`src/hdl/rsmp_pkg.sv`:
```
// Shared types and constants for the polyphase rational resampler.
// No dependencies; every other file depends on this package.
`timescale 1ns / 1ps
`default_nettype none
package rsmp_pkg;
	localparam int SAMPLE_BITS = 16;
	localparam int DEF_MAX_PHASES = 32;
	localparam int DEF_MAX_TAPS_PER_PHASE = 64;
	localparam int DOWN_LIMIT = 1024;
	localparam int IDX_W = 11;
	localparam int UP_W = 6;
	localparam int DOWN_W = 11;
	localparam int TAPS_W = 7;
	localparam int CFG_W = 11;
	localparam int CFG_IDX_W = 2;
	localparam int SKIP_W = 10;
	localparam int DVD_W = 11;
	localparam int DVS_W = 7;

	localparam logic [CFG_IDX_W-1:0] CFG_UP = 2'd0;
	localparam logic [CFG_IDX_W-1:0] CFG_DOWN = 2'd1;
	localparam logic [CFG_IDX_W-1:0] CFG_TAPS = 2'd2;

	typedef enum logic [1:0] {
		MODE_COEF = 2'd0,
		MODE_SAMPLE = 2'd1,
		MODE_CLEAR = 2'd2
	} mode_t;

	typedef logic signed [SAMPLE_BITS-1:0] sample_t;
	typedef logic [IDX_W-1:0] coef_idx_t;

	typedef struct packed {
		logic busy;
		logic done;
	} div_st_t;
endpackage
`default_nettype wire

```
`src/hdl/rsmp_mac.sv`:
```
// Complex-by-real multiply-accumulate with round-half-up and saturation.
// Depends on rsmp_pkg.
`timescale 1ns / 1ps
`default_nettype none
module rsmp_mac #(
	parameter int MAX_TAPS_PER_PHASE = rsmp_pkg::DEF_MAX_TAPS_PER_PHASE
) (
	input wire logic clk,
	input wire logic arst_n,
	input wire logic clr,
	input wire logic en,
	input wire rsmp_pkg::sample_t coef,
	input wire rsmp_pkg::sample_t re,
	input wire rsmp_pkg::sample_t im,
	output logic busy,
	output rsmp_pkg::sample_t res_re,
	output rsmp_pkg::sample_t res_im
);
	import rsmp_pkg::*;
	localparam int SB = SAMPLE_BITS;
	localparam int F = SB - 1;
	localparam int ACC_W = 2 * SB + $clog2(MAX_TAPS_PER_PHASE) + 1;
	localparam int S_W = ACC_W - F;

	logic signed [2*SB-1:0] pre_s2;
	logic signed [2*SB-1:0] pim_s2;
	logic vld_s2;
	logic signed [ACC_W-1:0] acc_re_q;
	logic signed [ACC_W-1:0] acc_im_q;

	always_ff @(posedge clk or negedge arst_n) begin
		if (!arst_n) begin
			vld_s2 <= 1'b0;
		end else begin
			vld_s2 <= en;
		end
	end

	always_ff @(posedge clk) begin
		pre_s2 <= re * coef;
		pim_s2 <= im * coef;
		if (clr) begin
			acc_re_q <= '0;
			acc_im_q <= '0;
		end else if (vld_s2) begin
			acc_re_q <= acc_re_q + ACC_W'(pre_s2);
			acc_im_q <= acc_im_q + ACC_W'(pim_s2);
		end
	end

	function automatic sample_t rnd_sat(input logic signed [ACC_W-1:0] a);
		logic signed [ACC_W-1:0] x;
		logic signed [S_W-1:0] s;
		logic ovf;
		x = a + ACC_W'(1 <<< (F - 1));
		s = S_W'(x >>> F);
		ovf = (s[S_W-1:SB-1] != '0) && (s[S_W-1:SB-1] != '1);
		if (!ovf) begin
			rnd_sat = s[SB-1:0];
		end else if (s[S_W-1]) begin
			rnd_sat = {1'b1, {(SB-1){1'b0}}};
		end else begin
			rnd_sat = {1'b0, {(SB-1){1'b1}}};
		end
	endfunction

	assign busy = vld_s2;
	assign res_re = rnd_sat(acc_re_q);
	assign res_im = rnd_sat(acc_im_q);
endmodule
`default_nettype wire

```
`config.mk`:
```
export PLATFORM = sky130hd
export DESIGN_NAME = rsmp_mac
export DESIGN_NICKNAME = d
export VERILOG_FILES = /design/src/hdl/rsmp_pkg.sv /design/src/hdl/rsmp_mac.sv
export SDC_FILE = /design/constraint.sdc
export NUM_CORES = 2
export LEC_CHECK = 0
export BUFFER_PORTS_ARGS = -buffer_cell sky130_fd_sc_hd__buf_2
export CAP_MARGIN = 20
export CORE_ASPECT_RATIO = 1.2
export CORE_UTILIZATION = 30
export CTS_BUF_LIST = sky130_fd_sc_hd__clkbuf_8
export CTS_CLUSTER_SIZE = 10
export DETAILED_ROUTE_END_ITERATION = 10
export GPL_TIMING_DRIVEN = 0
export PLACE_DENSITY_LB_ADDON = 0.15
export RECOVER_POWER = 50
export REMOVE_ABC_BUFFERS = 1
export SLEW_MARGIN = 20
export SYNTH_ARGS = -nofsm -noshare
export SYNTH_HDL_FRONTEND = slang
export SYNTH_SLANG_ARGS = --single-unit
```
`constraint.sdc`:
```
create_clock -name clk -period 4.2 [get_ports clk]
set_input_delay 1.26 -clock clk [delete_from_list [all_inputs] [get_ports clk]]
set_output_delay 1.26 -clock clk [all_outputs]
set_load 0.01 [all_outputs]
```
==> reports/metrics.csv <==
metric;value;unit
setup TNS;-65.71;ns
post-synthesis cell area;0.02833;mm2
crit path DAT;6.63;ns
antenna violation net count after detailed routing;0;
# DRC;0;
via count;21450;
Tmin final;6.124;ns
Clock Tree Root;clkbuf_8;
Adder-Cell Fraction of Synth Area;0.4786;
PortBufs;84;
Max Cap Viol;1;
CP most frequent cell;fa_1;
CP Launch Type;primary input;
Slowest-stage cell, CP;fa_2;
Core Util, Final;0.3660;
CTS tree;done;
die width;282.5;um
Final Hold Fails;0;
synthesis-to-layout area growth;20.91;%
dpl hpwl;53840;um
Cell variety after synth;77;
Synth Area in Compound Gates;0.09642;
share of layout cells above drive strength 1;0.1713;
hold slack;0.4511;ns
failing checks;capacitance limit, slew limit, setup timing;
Routed WL;76350;um
Worst path top cell family by delay;adder cells;
Synth Flop Type;dfxtp_1;
Total Routing Usage GR;0.1649;
Die Span Y;338.6;um
most common cell after layout, fill and taps aside;inv_1;
initial antenna violation count;1;
Initial Util;0.3027;
gr ovfl total;0;
Max Root-Sink Buffers;2;
CP required;4.70;ns
clk_skew;0.02227;ns
run status;finished, violations left;
EDFF count, synth;0;
Avg Inst Size Synth;8.900;um2
Worst R2R End;acc_im_q[26]$_SDFFE_PP0P_;
Worst Setup Slack, final;-1.924;ns
gpl congestion;0.7594;
CTS clk-pin slew, worst paths;0.10;ns
register area share after synthesis;0.1012;
largest family of logic cells by synthesized area;adder cells;
CP cell instances;buf_16 -> and2_4 -> fa_1 -> inv_1 -> fa_1 -> fa_2 -> inv_2 -> fa_2 -> fa_1 -> inv_1 -> fa_1 -> inv_2 -> ha_4 -> a21o_1 -> a21oi_2 -> nand4_1 -> nand3_4 -> a21oi_4 -> o41ai_4 -> a21oi_2 -> o21a_1 -> nor2_2 -> xnor2_1;
max incr delay on CP;0.55;ns
Final Setup Violations;50;
Clock Latency Late Sink;0.58;ns
Ports;85;
xor/xnor share of the synthesized area;0.05040;
unrepaired setup endpoints after global routing;yes;
clock sink total;143;
CTS Buf Count;17;
core area;0.09357;mm2
Fillers;9774;
crit end category;flip-flop;
largest net degree at the start of global routing;48;
hold_buf cts;0;
Vias/cell;4.690;
ys async rst share;0.006993;
r2r worst-path depth;13;
drt wl/cell;16.69;um
fin crit share;1.458;
post-synthesis mux area share;0.01674;
initial DRC count;894;
Hold WC Path Type;primary input to asynchronous set/reset pin;
CP Class;primary input to flip-flop;
drt pass-1 iters;5;
Slew Viols, Final;45;
vias in the first global route;22930;
Post-Synthesis Cells;3183;
r2r startpoint;pim_s2[0]$_DFF_P_;
commonest non-fill, non-tap cells in the layout;inv_1 (572), fa_1 (501), nand2_1 (305);
crit path max fanout;7;
post-layout net count;4130;
Synth Area in Simple Gates;0.1593;
fmax;163.3;MHz
FF-to-FF setup slack;0.70;ns
number of synthesized register bits;143;
Yosys warnings;0;
WP buf/inv;5;
Die ar.;0.09566;mm2
Site Rows;123;
Slew HR;-0.4245;
H-tree lvl count;4;
global-route wire length before repair;123200;um
measured slew at the worst slew-check pin;2.137;ns
-- routing by layer --
| layer | wire, um | global-route usage | up-vias | share of wire |
|---|---|---|---|---|
| met5 | 0 | 0 | - | 0 |
| met4 | 1133 | 0.03739 | 0 | 0.015 |
| met3 | 2239 | 0.02081 | 51 | 0.029 |
| met2 | 36350 | 0.2710 | 249 | 0.48 |
| met1 | 36630 | 0.2292 | 10940 | 0.48 |
| li1 | - | - | 10210 | - |
-- synth_stat cells (all sizes together), types with 10 or more instances --
master  number  area share
xnor2      110       0.034
dfxtp      142        0.10
a211oi      23      0.0064
nor2b       18      0.0040
nand3       53      0.0094
nand4       11      0.0024
buf         10      0.0016
clkbuf     103       0.014
and3        28      0.0062
nand2b      25      0.0055
nor3        28      0.0051
a31oi       16      0.0035
a21o        62       0.017
xor2        53       0.016
nor2       143       0.019
inv        605       0.080
o21ai       93       0.017
nand2      324       0.043
fa         526        0.37
o21a        15      0.0040
and2       253       0.056
a21oi      129       0.023
mux2i       44       0.016
o21bai      23      0.0061
ha         242        0.11
-- worst reg2reg max path: stages (launching register included) --
cell and delay, ns:
dfxtp_1 0.31, ha_1 0.21, inv_1 0.07, fa_1 0.20, nor2b_1 0.08, o31a_1 0.28, o2111ai_1 0.24, a31oi_1 0.17
o21ai_1 0.41, o21ai_1 0.30, a21o_2 0.30, a311oi_1 0.35, mux2_2 0.37, a21oi_1 0.14
-- state kept, by name, indices dropped and copies added (netlist names) --
| register | cells |
|---|---|
| pre_s2 | 32 |
| acc_im_q | 39 |
| busy | 1 |
| pim_s2 | 32 |
| acc_re_q | 39 |
-- worst max-delay path by stage --
stage	slack, ns	to	depth (start not counted)	from
after floorplan	-2.44	pim_s2[31]$_DFF_P_	21	coef[15]
after global placement	-3.88	pim_s2[31]$_DFF_P_	22	coef[15]
after detailed placement	-3.67	pim_s2[31]$_DFF_P_	23	coef[7]
after CTS	-1.91	pre_s2[29]$_DFF_P_	22	coef[10]
after global routing	-2.05	pre_s2[29]$_DFF_P_	25	coef[7]
final	-1.92	pim_s2[31]$_DFF_P_	23	im[8]
-- through the flow --
step | cells | setup slack [ns] | area, um2
3_3_place_gp | 4403 | -3.884 | 29830
3_5_place_dp | 4406 | -3.674 | 29910
5_1_grt | 4573 | -2.053 | 34250
4_1_cts | 4529 | -1.908 | 33230
6_report | 4574 | -1.924 | 34250
2_1_floorplan | 3069 | -2.444 | 27840
-- area by class of cell --
type	instances	area [um2]	area share
clock buffers	19	261.5	0.007635
clock inverters	12	133.9	0.003909
flip-flops and latches	143	2912	0.08501
well taps	1250	1564	0.04566
diodes	2	5.005	0.0001461
inverters	605	2287	0.06678
multi-input cells	2322	24170	0.7056
repair inverters	1	8.758	0.0002557
repair buffers	220	2910	0.08497
-- kinds of logic (layout without fill, tap and decap cells) --
logic type / Yosys count / after routing
buffers and inverters: 719 / 857
AOI/OAI and AO/OA: 426 / 427
and+or+nand+nor: 917 / 917
xor gates and xnor gates: 163 / 163
muxes: 47 / 47
other: 0 / 2
DFF: 143 / 143
adders and majority gates: 768 / 768
-- what timing repair did --
item                       4_1_cts  5_1_grt
pin swaps                      168      105
cloned                          20        6
setup endpoints to repair       82       80
setup buffers                   73       40
resized for setup              434      170
Power is left out: the tool's default activity adds up to more than one toggle a clock period on the data nets, which glitch-free logic cannot reach.
