### config.mk
export PLATFORM = sky130hd
export DESIGN_NAME = rsmp_div
export DESIGN_NICKNAME = d
export VERILOG_FILES = /design/src/hdl/rsmp_pkg.sv /design/src/hdl/rsmp_div.sv
export SDC_FILE = /design/constraint.sdc
export NUM_CORES = 1
export LEC_CHECK = 0
export BUFFER_PORTS_ARGS = -buffer_cell sky130_fd_sc_hd__buf_2
export CORE_ASPECT_RATIO = 0.7
export CORE_MARGIN = 2
export CORE_UTILIZATION = 45
export CTS_BUF_LIST = sky130_fd_sc_hd__clkbuf_16
export CTS_CLUSTER_DIAMETER = 80
export CTS_CLUSTER_SIZE = 20
export DETAILED_ROUTE_END_ITERATION = 12
export GPL_TIMING_DRIVEN = 0
export PLACE_DENSITY_LB_ADDON = 0.12
export SLEW_MARGIN = 20
export SYNTH_ARGS = -nofsm -noshare
export SYNTH_HDL_FRONTEND = slang
export SYNTH_SLANG_ARGS = --single-unit
### constraint.sdc
create_clock -name clk -period 2.2 [get_ports clk]
set_clock_uncertainty 0.05 [all_clocks]
set_input_delay 0 -clock clk [delete_from_list [all_inputs] [get_ports clk]]
set_output_delay 0 -clock clk [all_outputs]
set_load 0.005 [all_outputs]
### src/hdl/rsmp_pkg.sv
// Shared types and constants for the polyphase rational resampler.
// No dependencies; every other file depends on this package.
`timescale 1ns / 1ps
`default_nettype none
package rsmp_pkg;
	localparam int SAMPLE_BITS = 16;
	localparam int DEF_MAX_PHASES = 32;
	localparam int DEF_MAX_TAPS_PER_PHASE = 64;
	localparam int DOWN_LIMIT = 1024;
	localparam int IDX_W = 11;
	localparam int UP_W = 6;
	localparam int DOWN_W = 11;
	localparam int TAPS_W = 7;
	localparam int CFG_W = 11;
	localparam int CFG_IDX_W = 2;
	localparam int SKIP_W = 10;
	localparam int DVD_W = 11;
	localparam int DVS_W = 7;

	localparam logic [CFG_IDX_W-1:0] CFG_UP = 2'd0;
	localparam logic [CFG_IDX_W-1:0] CFG_DOWN = 2'd1;
	localparam logic [CFG_IDX_W-1:0] CFG_TAPS = 2'd2;

	typedef enum logic [1:0] {
		MODE_COEF = 2'd0,
		MODE_SAMPLE = 2'd1,
		MODE_CLEAR = 2'd2
	} mode_t;

	typedef logic signed [SAMPLE_BITS-1:0] sample_t;
	typedef logic [IDX_W-1:0] coef_idx_t;

	typedef struct packed {
		logic busy;
		logic done;
	} div_st_t;
endpackage
`default_nettype wire

### src/hdl/rsmp_div.sv
// Iterative restoring divider, one quotient bit per cycle.
// Depends on rsmp_pkg.
`timescale 1ns / 1ps
`default_nettype none
module rsmp_div (
	input wire logic clk,
	input wire logic arst_n,
	input wire logic start,
	input wire logic [rsmp_pkg::DVD_W-1:0] dvd,
	input wire logic [rsmp_pkg::DVS_W-1:0] dvs,
	output rsmp_pkg::div_st_t st,
	output logic [rsmp_pkg::DVD_W-1:0] quo,
	output logic [rsmp_pkg::DVS_W-1:0] rem
);
	import rsmp_pkg::*;
	localparam int CNT_W = $clog2(DVD_W);

	logic [DVD_W-1:0] q_q;
	logic [DVS_W-1:0] r_q;
	logic [DVS_W-1:0] d_q;
	logic [CNT_W-1:0] cnt_q;
	logic busy_q;
	logic done_q;
	logic [DVS_W:0] trial;
	logic [DVS_W:0] diff;

	assign trial = {r_q, q_q[DVD_W-1]};
	assign diff = trial - {1'b0, d_q};

	always_ff @(posedge clk or negedge arst_n) begin
		if (!arst_n) begin
			busy_q <= 1'b0;
			done_q <= 1'b0;
			cnt_q <= '0;
		end else begin
			done_q <= 1'b0;
			if (start) begin
				busy_q <= 1'b1;
				cnt_q <= CNT_W'(DVD_W - 1);
			end else if (busy_q) begin
				if (cnt_q == '0) begin
					busy_q <= 1'b0;
					done_q <= 1'b1;
				end
				cnt_q <= cnt_q - 1'b1;
			end
		end
	end

	always_ff @(posedge clk) begin
		if (start) begin
			q_q <= dvd;
			r_q <= '0;
			d_q <= dvs;
		end else if (busy_q) begin
			if (!diff[DVS_W]) begin
				r_q <= diff[DVS_W-1:0];
				q_q <= {q_q[DVD_W-2:0], 1'b1};
			end else begin
				r_q <= trial[DVS_W-1:0];
				q_q <= {q_q[DVD_W-2:0], 1'b0};
			end
		end
	end

	assign st = '{busy: busy_q, done: done_q};
	assign quo = q_q;
	assign rem = r_q;
endmodule
`default_nettype wire

==> metrics.log, run 1 <==
INFO  metric run_status = complete, no violations
INFO  metric cts_tree = yes
INFO  metric critPathCaptureType = register
INFO  metric number_of_placed_instances_with_taps_included = 240
INFO  metric layoutNonFillerInstCount = 267
INFO  metric wl_met2 = 1.81 mm
INFO  metric core = 0.00356 sq mm
INFO  metric final_hold_viol_count = 0
INFO  metric p_int = 1.45 mW
INFO  metric part_of_the_power_in_the_clock_network = 0.300
INFO  metric num_rows = 18
INFO  metric crit_slowest_cell = a211o_2
INFO  metric cts-root-to-sink-buffers = 2
INFO  metric worst_setup_path_start_kind = register
INFO  metric post_syn_instances = 150
INFO  metric maxCapViolCount = 0
INFO  metric synth_sequential_area_ratio = 0.494
INFO  metric syn_area = 0.00168 sq mm
INFO  metric peakVddDrop = 0.732 mV
INFO  metric clkSinkCount = 31
INFO  metric antenna_found_initial = 0
INFO  metric worst_path_largest_cell_delay = 400 ps
INFO  metric clockRootBuffer = clkbuf_16
INFO  metric routedWlPerCell = 14.5 microns
INFO  metric die-height = 55.1 microns
INFO  metric ys_warn_count = 0
INFO  metric most_frequent_standard_cell_in_the_layout_excluding_fill_and_tap_cells = buf_2
INFO  metric cts_htree_levels = 2
INFO  metric detailed_route_via_count = 1396
INFO  metric power.density = 902 mW/mm^2
INFO  metric clock_latency = 270 ps
INFO  metric chipWidth = 77.0 microns
INFO  metric highest-signal-layer = met4
INFO  metric sw_frac_of_total = 0.310
INFO  metric grt_util_all_layers = 0.197
INFO  metric post_synthesis_sequential_element_count = 31
INFO  metric post-route-util = 0.654
INFO  metric post-layout-total-power = 2.10 mW
INFO  metric drv_slew = 0
INFO  metric layout.nets = 247
INFO  metric detail_route.wirelength = 3.88 mm
INFO  metric max_clock_freq = 471 MHz
INFO  metric floorplan.initialDensity = 0.472
INFO  metric layout.cell_area.non_filler = 0.00233 sq mm
INFO  metric hold_slack = 9.33 ps
INFO  metric post-route-drc-count = 0
INFO  metric first_global_vias = 1285
INFO  metric worst_slew_margin_rel = 0.639
INFO  metric largest_net_degree_at_the_start_of_global_routing = 12
INFO  metric power_frac_comb = 0.323
INFO  metric m1WireLength = 1.82 mm
INFO  metric die_area = 0.00425 sq mm
INFO  metric drtIter0Drc = 98
INFO  metric setup_ws = 74.7 ps
INFO  metric most-common-layout-cells = buf_2 (40), edfxtp_1 (18), dlygate4sd3_1 (18)
INFO  metric drt-pass1-iter-count = 5
INFO  metric netSwitchingPower = 0.649 mW
INFO  metric num_antenna_cells = 0
INFO  metric postSynthAreaPerCell = 11.2 sq um
INFO  metric hold_class = input port to register
INFO  metric finalCriticalPeriod = 2130 ps
INFO  metric timing.final.setup_violations = 0
INFO  metric hpwlAfterDp = 2.62 mm
INFO  metric dp_slack = -118 ps
INFO  metric worstPathRequired = 2320 ps
INFO  metric worst-endpoint-arrival = 2240 ps
INFO  metric worst_slew_pin_slew = 542 ps
INFO  metric grt_pass1_wl = 6.10 mm
INFO  metric placedInstanceArea = 0.00194 sq mm
INFO  metric placement.io_buffers = 40
INFO  metric post_synth_num_cell_types = 39
INFO  metric pin_count = 41
INFO  metric power_frac_seq = 0.378
INFO  metric mappedNetlistNets = 181
INFO  metric place.gp.congestion = 0.780
INFO  metric static-leakage-power = 0.992 nW
INFO  metric cp_max_fo = 7
INFO  metric critical_path.cell_chain = ha_1, nor2_1, a211o_2, a31oi_4, o21ai_0, a311oi_1
INFO  metric clk_pin_slew_worst_paths = 50 ps
INFO  metric global_route.overflow_total = 0
INFO  metric area_growth_syn_to_layout = 38.4%
INFO  metric drt-vias-per-instance = 5.23
INFO  metric rsz0062_at_grt = yes
INFO  metric tns = 0 ps
INFO  metric final_layout_size_suffix_gt1_frac = 0.350
INFO  metric postRouteAntennaNets = 0
INFO  metric critPathKind = register to register
INFO  metric part_of_the_cycle_the_worst_path_needs = 0.966
INFO  metric met3RoutedLength = 201 microns
INFO  metric tritoncts.num_buffers = 5
[cells by family (layout without fill, tap and decap cells)]
group,count (synthesis),after routing,share of synthesized area
and+or+nand+nor,39,39,0.118
AOI/OAI and AO/OA,36,36,0.166
muxes,10,10,0.0670
adders and majority gates,10,10,0.0789
DFF,31,31,0.494
xor gates and xnor gates,6,6,0.0313
buffers and inverters,18,85,0.0447
[power by group through the flow]
stage / logic [mW] / registers (mW) / clock network (mW)
floorplan: 0.408 / 0.787 / 0
global placement: 0.558 / 0.791 / 0
detailed placement: 0.574 / 0.798 / 0
CTS: 0.628 / 0.789 / 0.641
global route: 0.745 / 0.805 / 0.678
finish: 0.677 / 0.792 / 0.628
[worst paths after layout]
kind	cells past startpoint	start	end	slack [ps]
max reg2reg	6	rem[1]	rem[1]	70
min reg2reg	2	rem[2]	rem[3]	480
max	6	rem[1]	rem[1]	70
max in group asynchronous	2	arst_n	cnt_q[3]	1920
min in group asynchronous	2	arst_n	done_q	30
min	2	dvd[1]	quo[1]	9
[cell usage after synthesis]
cell	n	area (sq um)
edfxtp_1	18	541
nor2_1	14	52.6
inv_1	11	41.3
mux2_2	10	113
ha_1	9	113
nand2_1	8	30.0
o21ai_0	8	40.0
dfxtp_1	7	140
a311oi_1	6	52.6
dfrtp_1	6	150
a21oi_1	4	20.0
clkbuf_1	4	15.0
nand2b_1	4	25.0
nand3_1	4	20.0
xnor2_1	4	35.0
a211oi_1	2	15.0
a21o_1	2	15.0
a31o_2	2	17.5
a31oi_4	2	42.5
buf_4	2	15.0
o211ai_1	2	15.0
o21ai_1	2	10.0
o21bai_1	2	15.0
xor2_1	2	17.5
a211o_2	1	10.0
a21oi_2	1	8.76
and2_1	1	6.26
and3_1	1	6.26
and3b_1	1	8.76
buf_1	1	3.75
fa_1	1	20.0
nor3_1	1	5.00
nor3_2	1	10.0
nor4b_1	1	8.76
o2111ai_1	1	8.76
o311ai_1	1	8.76
or2_2	1	6.26
or3b_2	1	8.76
or4b_1	1	10.0
[flip-flops by register name, summed over array words and instances (netlist names)]
name / flops
cnt_q: 4
rem: 7
done_q: 1
d_q: 7
quo: 11
busy_q: 1
[critical path, delay by kind of cell (launching register included)]
kind | cells | cell delay, ps
flip-flops | 1 | 340
adder cells (fa/ha/maj) | 1 | 380
AND/OR/NAND/NOR | 1 | 80
AO/OA/AOI/OAI | 4 | 1150
[metal layers]
metal  vias to the layer above  GRT usage
li1                        682          -
met1                       667      0.256
met2                        40      0.314
met3                         7     0.0747
met4                         0     0.0625
met5                         -          0
[cell type report]
class | count | area [sq um]
repair buffers | 59 | 388
plain buffers | 7 | 33.8
well taps | 50 | 62.6
inverters | 11 | 41.3
multi-input cells | 101 | 832
clock buffers | 5 | 125
fillers | 293 | 1230
flip-flops and latches | 31 | 831
clock inverters | 3 | 12.5
[what timing repair did]
action,in CTS,in global routing
endpoints found under the setup margin,2,3
resized for setup,3,8
endpoints found under the hold margin,23,0
buffers inserted,0,1
pin swaps,1,5
hold buffers,18,0
(Power assumes the default switching activity.)
==> inputs of run 2 (changes only) <==
CTS_BUF_LIST = sky130_fd_sc_hd__clkbuf_4   (was sky130_fd_sc_hd__clkbuf_16)
==> run 2 against run 1 <==
  * Sequential cell count unchanged
  * First-iteration DRC count up 8.2%
  * Non-clock buffer count up 4
  * Final cell count up 1.5%
  * Largest power group unchanged
  * Highest routed layer unchanged
==> metrics.log, run 2 (synthesis gave the netlist of run 1 again) <==
INFO  metric clkSinkCount = 31 (unchanged)
INFO  metric final_layout_size_suffix_gt1_frac = 0.367 (was 0.350)
INFO  metric num_rows = 18 (unchanged)
INFO  metric grt_util_all_layers = 0.186 (was 0.197)
INFO  metric run_status = complete, no violations (unchanged)
INFO  metric detail_route.wirelength = 3.80 mm (was 3.88 mm)
INFO  metric global_route.overflow_total = 0 (unchanged)
INFO  metric largest_net_degree_at_the_start_of_global_routing = 12 (unchanged)
INFO  metric drt-vias-per-instance = 5.19 (was 5.23)
INFO  metric largest_reg_flops = 11 (unchanged)
INFO  metric clockRootBuffer = clkbuf_4 (was clkbuf_16)
INFO  metric power.density = 789 mW/mm^2 (was 902 mW/mm^2)
INFO  metric cts_htree_levels = 2 (unchanged)
INFO  metric drtIter0Drc = 106 (was 98)
INFO  metric layoutNonFillerInstCount = 271 (was 267)
INFO  metric static-leakage-power = 0.964 nW (was 0.992 nW)
INFO  metric layout.nets = 251 (was 247)
INFO  metric final_hold_viol_count = 0 (unchanged)
INFO  metric worst-endpoint-arrival = 2290 ps (was 2240 ps)
INFO  metric max_clock_freq = 470 MHz (was 471 MHz)
INFO  metric n_fill_cell = 310 (was 293)
INFO  metric most_frequent_standard_cell_in_the_layout_excluding_fill_and_tap_cells = buf_2 (unchanged)
INFO  metric routedWlPerCell = 14.0 microns (was 14.5 microns)
INFO  metric critPathCaptureType = register (unchanged)
INFO  metric tns = 0 ps (unchanged)
INFO  metric clk_pin_slew_worst_paths = 90 ps (was 50 ps)
INFO  metric worst_slew_pin_slew = 554 ps (was 542 ps)
INFO  metric rsz0062_at_grt = yes (unchanged)
INFO  metric core = 0.00356 sq mm (unchanged)
INFO  metric num_antenna_cells = 0 (unchanged)
INFO  metric cp_max_fo = 7 (unchanged)
INFO  metric cts-root-to-sink-buffers = 2 (unchanged)
INFO  metric clock_latency = 310 ps (was 270 ps)
INFO  metric finalCriticalPeriod = 2130 ps (about the same)
INFO  metric die_area = 0.00425 sq mm (unchanged)
INFO  metric die-height = 55.1 microns (unchanged)
INFO  metric placement.io_buffers = 40 (unchanged)
INFO  metric grt_pass1_wl = 5.95 mm (was 6.10 mm)
INFO  metric chipWidth = 77.0 microns (unchanged)
INFO  metric antenna_found_initial = 0 (unchanged)
INFO  metric drt-pass1-iter-count = 4 (was 5)
INFO  metric detailed_route_via_count = 1406 (was 1396)
INFO  metric dp_slack = -118 ps (unchanged)
INFO  metric critPathKind = register to register (unchanged)
INFO  metric tritoncts.num_buffers = 5 (unchanged)
INFO  metric floorplan.initialDensity = 0.472 (unchanged)
INFO  metric first_global_vias = 1276 (was 1285)
INFO  metric timing.final.setup_violations = 0 (unchanged)
INFO  metric worstPathRequired = 2360 ps (was 2320 ps)
INFO  metric part_of_the_cycle_the_worst_path_needs = 0.968 (was 0.966)
INFO  metric worst_slew_margin_rel = 0.631 (was 0.639)
INFO  metric pin_count = 41 (unchanged)
INFO  metric post-route-drc-count = 0 (unchanged)
INFO  metric hpwlAfterDp = 2.62 mm (unchanged)
INFO  metric drv_slew = 0 (unchanged)
INFO  metric hold_class = input port to register (unchanged)
INFO  metric most-common-layout-cells = buf_2 (40), dlygate4sd3_1 (21), edfxtp_1 (18) (was buf_2 (40), edfxtp_1 (18), dlygate4sd3_1 (18))
INFO  metric area_growth_syn_to_layout = 36.4% (was 38.4%)
INFO  metric worst_setup_path_start_kind = register (unchanged)
INFO  metric peakVddDrop = 0.593 mV (was 0.732 mV)
INFO  metric setup_ws = 70.4 ps (was 74.7 ps)
INFO  metric maxCapViolCount = 0 (unchanged)
INFO  metric number_of_placed_instances_with_taps_included = 240 (unchanged)
INFO  metric place.gp.congestion = 0.780 (unchanged)
INFO  metric cts_tree = yes (unchanged)
INFO  metric postRouteAntennaNets = 0 (unchanged)
-- run 2: area by class of cell --
class	instances	area [sq um]	share of cell area
plain buffers	7	33.8	0.0147
clock inverters	1	5.00	0.00218
repair buffers	63	425	0.186
multi-input cells	101	841	0.367
well taps	50	62.6	0.0273
clock buffers	7	52.6	0.0229
flip-flops and latches	31	831	0.362
inverters	11	41.3	0.0180
-- run 2: path summary, 6_finish.rpt --
path | cells past startpoint | to | startpoint | slack (ps)
worst max-delay path | 7 | rem[1] | d_q[3] | 70
worst min-delay path | 2 | d_q[0] | dvs[0] | 340
worst max register to register | 7 | rem[1] | d_q[3] | 70
worst min register to register | 2 | rem[3] | rem[3] | 490
max in group asynchronous | 3 | cnt_q[1] | arst_n | 1290
min in group asynchronous | 3 | done_q | arst_n | 570
-- run 2: critical path, stage by stage, from the launching register on --
cell and delay, ps:
edfxtp_1 340, inv_1 50, ha_2 380, nand2_1 70, a211o_2 360, a31oi_4 290, o21ai_0 140, a311oi_1 340
-- run 2: repair_timing --
item                                    in CTS  in global routing
hold endpoints to repair                    31                  0
endpoints found under the setup margin       2                  3
resized for setup                            3                  9
cloned                                       0                  0
setup buffers                                1                  1
hold buffers                                21                  0
pin swaps                                    1                  6
-- run 2: metrics by stage --
| stage | total power, mW | utilization | area [sq um] | hold slack, ps |
|---|---|---|---|---|
| floorplan | 1.19 | - | 1680 | -346 |
| global placement | 1.35 | 0.546 | 1940 | -223 |
| detailed placement | 1.37 | 0.546 | 1940 | -218 |
| CTS | 1.76 | 0.628 | 2230 | 327 |
| global route | 1.93 | 0.644 | 2290 | 333 |
| finish | 1.81 | 0.644 | 2290 | 343 |
-- run 2: report_power, final --
group	total [mW]	switching [mW]	internal, mW
clock network	0.333	0.184	0.149
registers	0.789	0.0776	0.711
logic	0.687	0.348	0.339
-- run 2: metal layers --
metal | share of wire | global-route usage
met1 | 0.50 | 0.259
met4 | 0.0037 | 0.0446
met5 | 0 | 0
met3 | 0.045 | 0.0487
met2 | 0.46 | 0.295
==> inputs of run 3 (changes only) <==
CORE_ASPECT_RATIO = default   (was 0.7)
CORE_MARGIN = default   (was 2)
==> run 3 against run 2 <==
  * Global-route usage up 0.81 points
  * First-iteration DRC count down 72%
  * Sequential cell count unchanged
  * Sequential share of layout area up 0.24 points
  * Clock-buffer cell count unchanged
  * Design area down 0.66%
  * Sequential power about the same
  * Die area down 6.2%
  * Via count down 2.6%
  * Critical path depth up 1
  * Largest power group unchanged
==> metrics.log, run 3 (synthesis gave the netlist of run 1 again) <==
INFO  metric worst_path_largest_cell_delay = 540 ps (was 380 ps)
INFO  metric part_of_the_cycle_the_worst_path_needs = 0.957 (was 0.968)
INFO  metric drt-pass1-iter-count = 6 (was 4)
INFO  metric crit_slowest_cell = or4b_4 (was ha_2)
INFO  metric clock_latency = 320 ps (was 310 ps)
INFO  metric critical_path.cell_chain = ha_4, inv_2, fa_2, a211oi_4, or4b_4, o2111ai_4, nand3_2, a311oi_2 (was inv_1, ha_2, nand2_1, a211o_2, a31oi_4, o21ai_0, a311oi_1)
INFO  metric maxCapViolCount = 0 (unchanged)
INFO  metric clkSinkCount = 31 (unchanged)
INFO  metric peakVddDrop = 0.412 mV (was 0.593 mV)
INFO  metric antenna_found_initial = 0 (unchanged)
INFO  metric place.gp.congestion = 0.783 (was 0.780)
INFO  metric worst-endpoint-arrival = 2300 ps (was 2290 ps)
INFO  metric static-leakage-power = 0.966 nW (was 0.964 nW)
INFO  metric critPathCaptureType = register (unchanged)
INFO  metric regArea = 831 sq um (unchanged)
INFO  metric timing.final.setup_violations = 0 (unchanged)
INFO  metric layoutNonFillerInstCount = 266 (was 271)
INFO  metric num_rows = 21 (was 18)
INFO  metric n_fill_cell = 281 (was 310)
INFO  metric area_growth_syn_to_layout = 35.5% (was 36.4%)
INFO  metric pin_count = 41 (unchanged)
INFO  metric number_of_placed_instances_with_taps_included = 236 (was 240)
INFO  metric placement.io_buffers = 40 (unchanged)
INFO  metric r2r_slack = 90 ps (was 70 ps)
INFO  metric die-height = 63.1 microns (was 55.1 microns)
INFO  metric tritoncts.num_buffers = 5 (unchanged)
INFO  metric worstPathRequired = 2390 ps (was 2360 ps)
INFO  metric final_hold_viol_count = 0 (unchanged)
INFO  metric post-route-drc-count = 0 (unchanged)
INFO  metric max_clock_freq = 475 MHz (was 470 MHz)
INFO  metric layout.cell_area.non_filler = 0.00228 sq mm (was 0.00229 sq mm)
INFO  metric clockRootBuffer = clkbuf_4 (unchanged)
INFO  metric power.density = 790 mW/mm^2 (was 789 mW/mm^2)
INFO  metric final_layout_size_suffix_gt1_frac = 0.364 (was 0.367)
INFO  metric die_area = 0.00398 sq mm (was 0.00425 sq mm)
INFO  metric critical_path.endpoint = rem[6] (was rem[1])
INFO  metric drtIter0Drc = 30 (was 106)
INFO  metric first_global_vias = 1331 (was 1276)
INFO  metric finalCriticalPeriod = 2110 ps (was 2130 ps)
INFO  metric run_status = complete, no violations (unchanged)
INFO  metric regToRegStartpoint = d_q[0] (was d_q[3])
INFO  metric hold_class = input port to register (unchanged)
INFO  metric cts-root-to-sink-buffers = 2 (unchanged)
INFO  metric layout.nets = 250 (was 251)
INFO  metric worst_setup_path_start_kind = register (unchanged)
INFO  metric grt_util_all_layers = 0.194 (was 0.186)
INFO  metric tns = 0 ps (unchanged)
INFO  metric largest_net_degree_at_the_start_of_global_routing = 12 (unchanged)
INFO  metric sw_frac_of_total = 0.338 (was 0.337)
INFO  metric postRouteAntennaNets = 0 (unchanged)
INFO  metric floorplan.initialDensity = 0.484 (was 0.472)
INFO  metric worst_slew_pin_slew = 495 ps (was 554 ps)
INFO  metric cp_top_family = simple AND/OR/NAND/NOR gates (was compound AO/OA/AOI/OAI gates)
INFO  metric cts_tree = yes (unchanged)
INFO  metric post-layout-total-power = 1.80 mW (was 1.81 mW)
INFO  metric routedWlPerCell = 13.7 microns (was 14.0 microns)
INFO  metric timing.critical_path.buf_inv = 1 (unchanged)
INFO  metric hpwlAfterDp = 2.57 mm (was 2.62 mm)
INFO  metric cp.depth = 8 (was 7)
INFO  metric power_frac_seq = 0.440 (was 0.436)
INFO  metric detailed_route_via_count = 1369 (was 1406)
INFO  metric chipWidth = 63.1 microns (was 77.0 microns)
INFO  metric clk_pin_slew_worst_paths = 90 ps (about the same)
INFO  metric critPathKind = register to register (unchanged)
INFO  metric drt-vias-per-instance = 5.15 (was 5.19)
INFO  metric most-common-layout-cells = buf_2 (40), dlygate4sd3_1 (21), edfxtp_1 (18) (unchanged)
INFO  metric largest_reg_flops = 11 (unchanged)
INFO  metric num_antenna_cells = 0 (unchanged)
INFO  metric multi_input_comb_area = 838 sq um (was 841 sq um)
INFO  metric p_int = 1.19 mW (was 1.20 mW)
INFO  metric global_route.overflow_total = 0 (unchanged)
INFO  metric cts_htree_levels = 2 (unchanged)
INFO  metric worst_slew_margin_rel = 0.668 (was 0.631)
INFO  metric core = 0.00347 sq mm (was 0.00356 sq mm)
INFO  metric cp_max_fo = 3 (was 7)
INFO  metric power_frac_comb = 0.379 (was 0.380)
INFO  metric worst_r2r_path_depth = 8 (was 7)
INFO  metric detail_route.wirelength = 3.64 mm (was 3.80 mm)
INFO  metric netSwitchingPower = 0.607 mW (was 0.609 mW)
INFO  metric grt_pass1_wl = 5.92 mm (was 5.95 mm)
INFO  metric worstReg2RegEnd = rem[6] (was rem[1])
INFO  metric part_of_the_power_in_the_clock_network = 0.181 (was 0.184)
INFO  metric min_path_cells = 2 (unchanged)
INFO  metric most_frequent_standard_cell_in_the_layout_excluding_fill_and_tap_cells = buf_2 (unchanged)
INFO  metric placedInstanceArea = 0.00194 sq mm (about the same)
INFO  metric crit_start = d_q[0] (was d_q[3])
INFO  metric drv_slew = 0 (unchanged)
run 3: power groups by stage:
stage / logic, mW / registers, mW / clock network (mW)
after global placement: 0.554 / 0.796 / 0
after global routing: 0.752 / 0.806 / 0.369
after detailed placement: 0.580 / 0.798 / 0
after floorplan: 0.408 / 0.787 / 0
final: 0.683 / 0.791 / 0.325
after CTS: 0.618 / 0.787 / 0.338
run 3: how the worst min path moves through the flow:
stage | to | slack (ps) | from
floorplan | busy_q | -350 | arst_n
global placement | done_q | -230 | arst_n
detailed placement | done_q | -220 | arst_n
CTS | d_q[0] | 330 | dvs[0]
global route | d_q[2] | 320 | dvs[2]
finish | d_q[3] | 340 | dvs[3]
run 3: routing by layer:
metal | wire [microns] | up-vias | global-route usage
met4 | 46 | 0 | 0.0698
li1 | - | 683 | -
met2 | 1880 | 33 | 0.337
met5 | 0 | - | 0
met1 | 1570 | 646 | 0.231
met3 | 142 | 7 | 0.0435
run 3: layout make-up:
type                       count  area share
sequential                    31       0.365
clock buffer                   7      0.0231
clock inverter                 1     0.00220
multi-input combinational    101       0.368
timing repair buffer          62       0.184
tap                           46      0.0253
inverter                      11      0.0181
buffer                         7      0.0148
run 3: through the flow:
step	utilization	worst slack (ps)	hold WS [ps]
CTS	0.638	1.74	325
global route	0.657	-5.14	320
floorplan	-	131	-346
global placement	0.559	-18.1	-226
finish	0.657	94.7	336
detailed placement	0.559	-116	-222
run 3: timing repair:
| item | in CTS | in global routing |
|---|---|---|
| setup endpoints to repair | 2 | 2 |
| hold endpoints to repair | 31 | 0 |
| pin swaps | 2 | 10 |
| setup buffers | 0 | 1 |
| hold buffers | 21 | 0 |
| gates cloned | 0 | 0 |
| resized for setup | 2 | 11 |
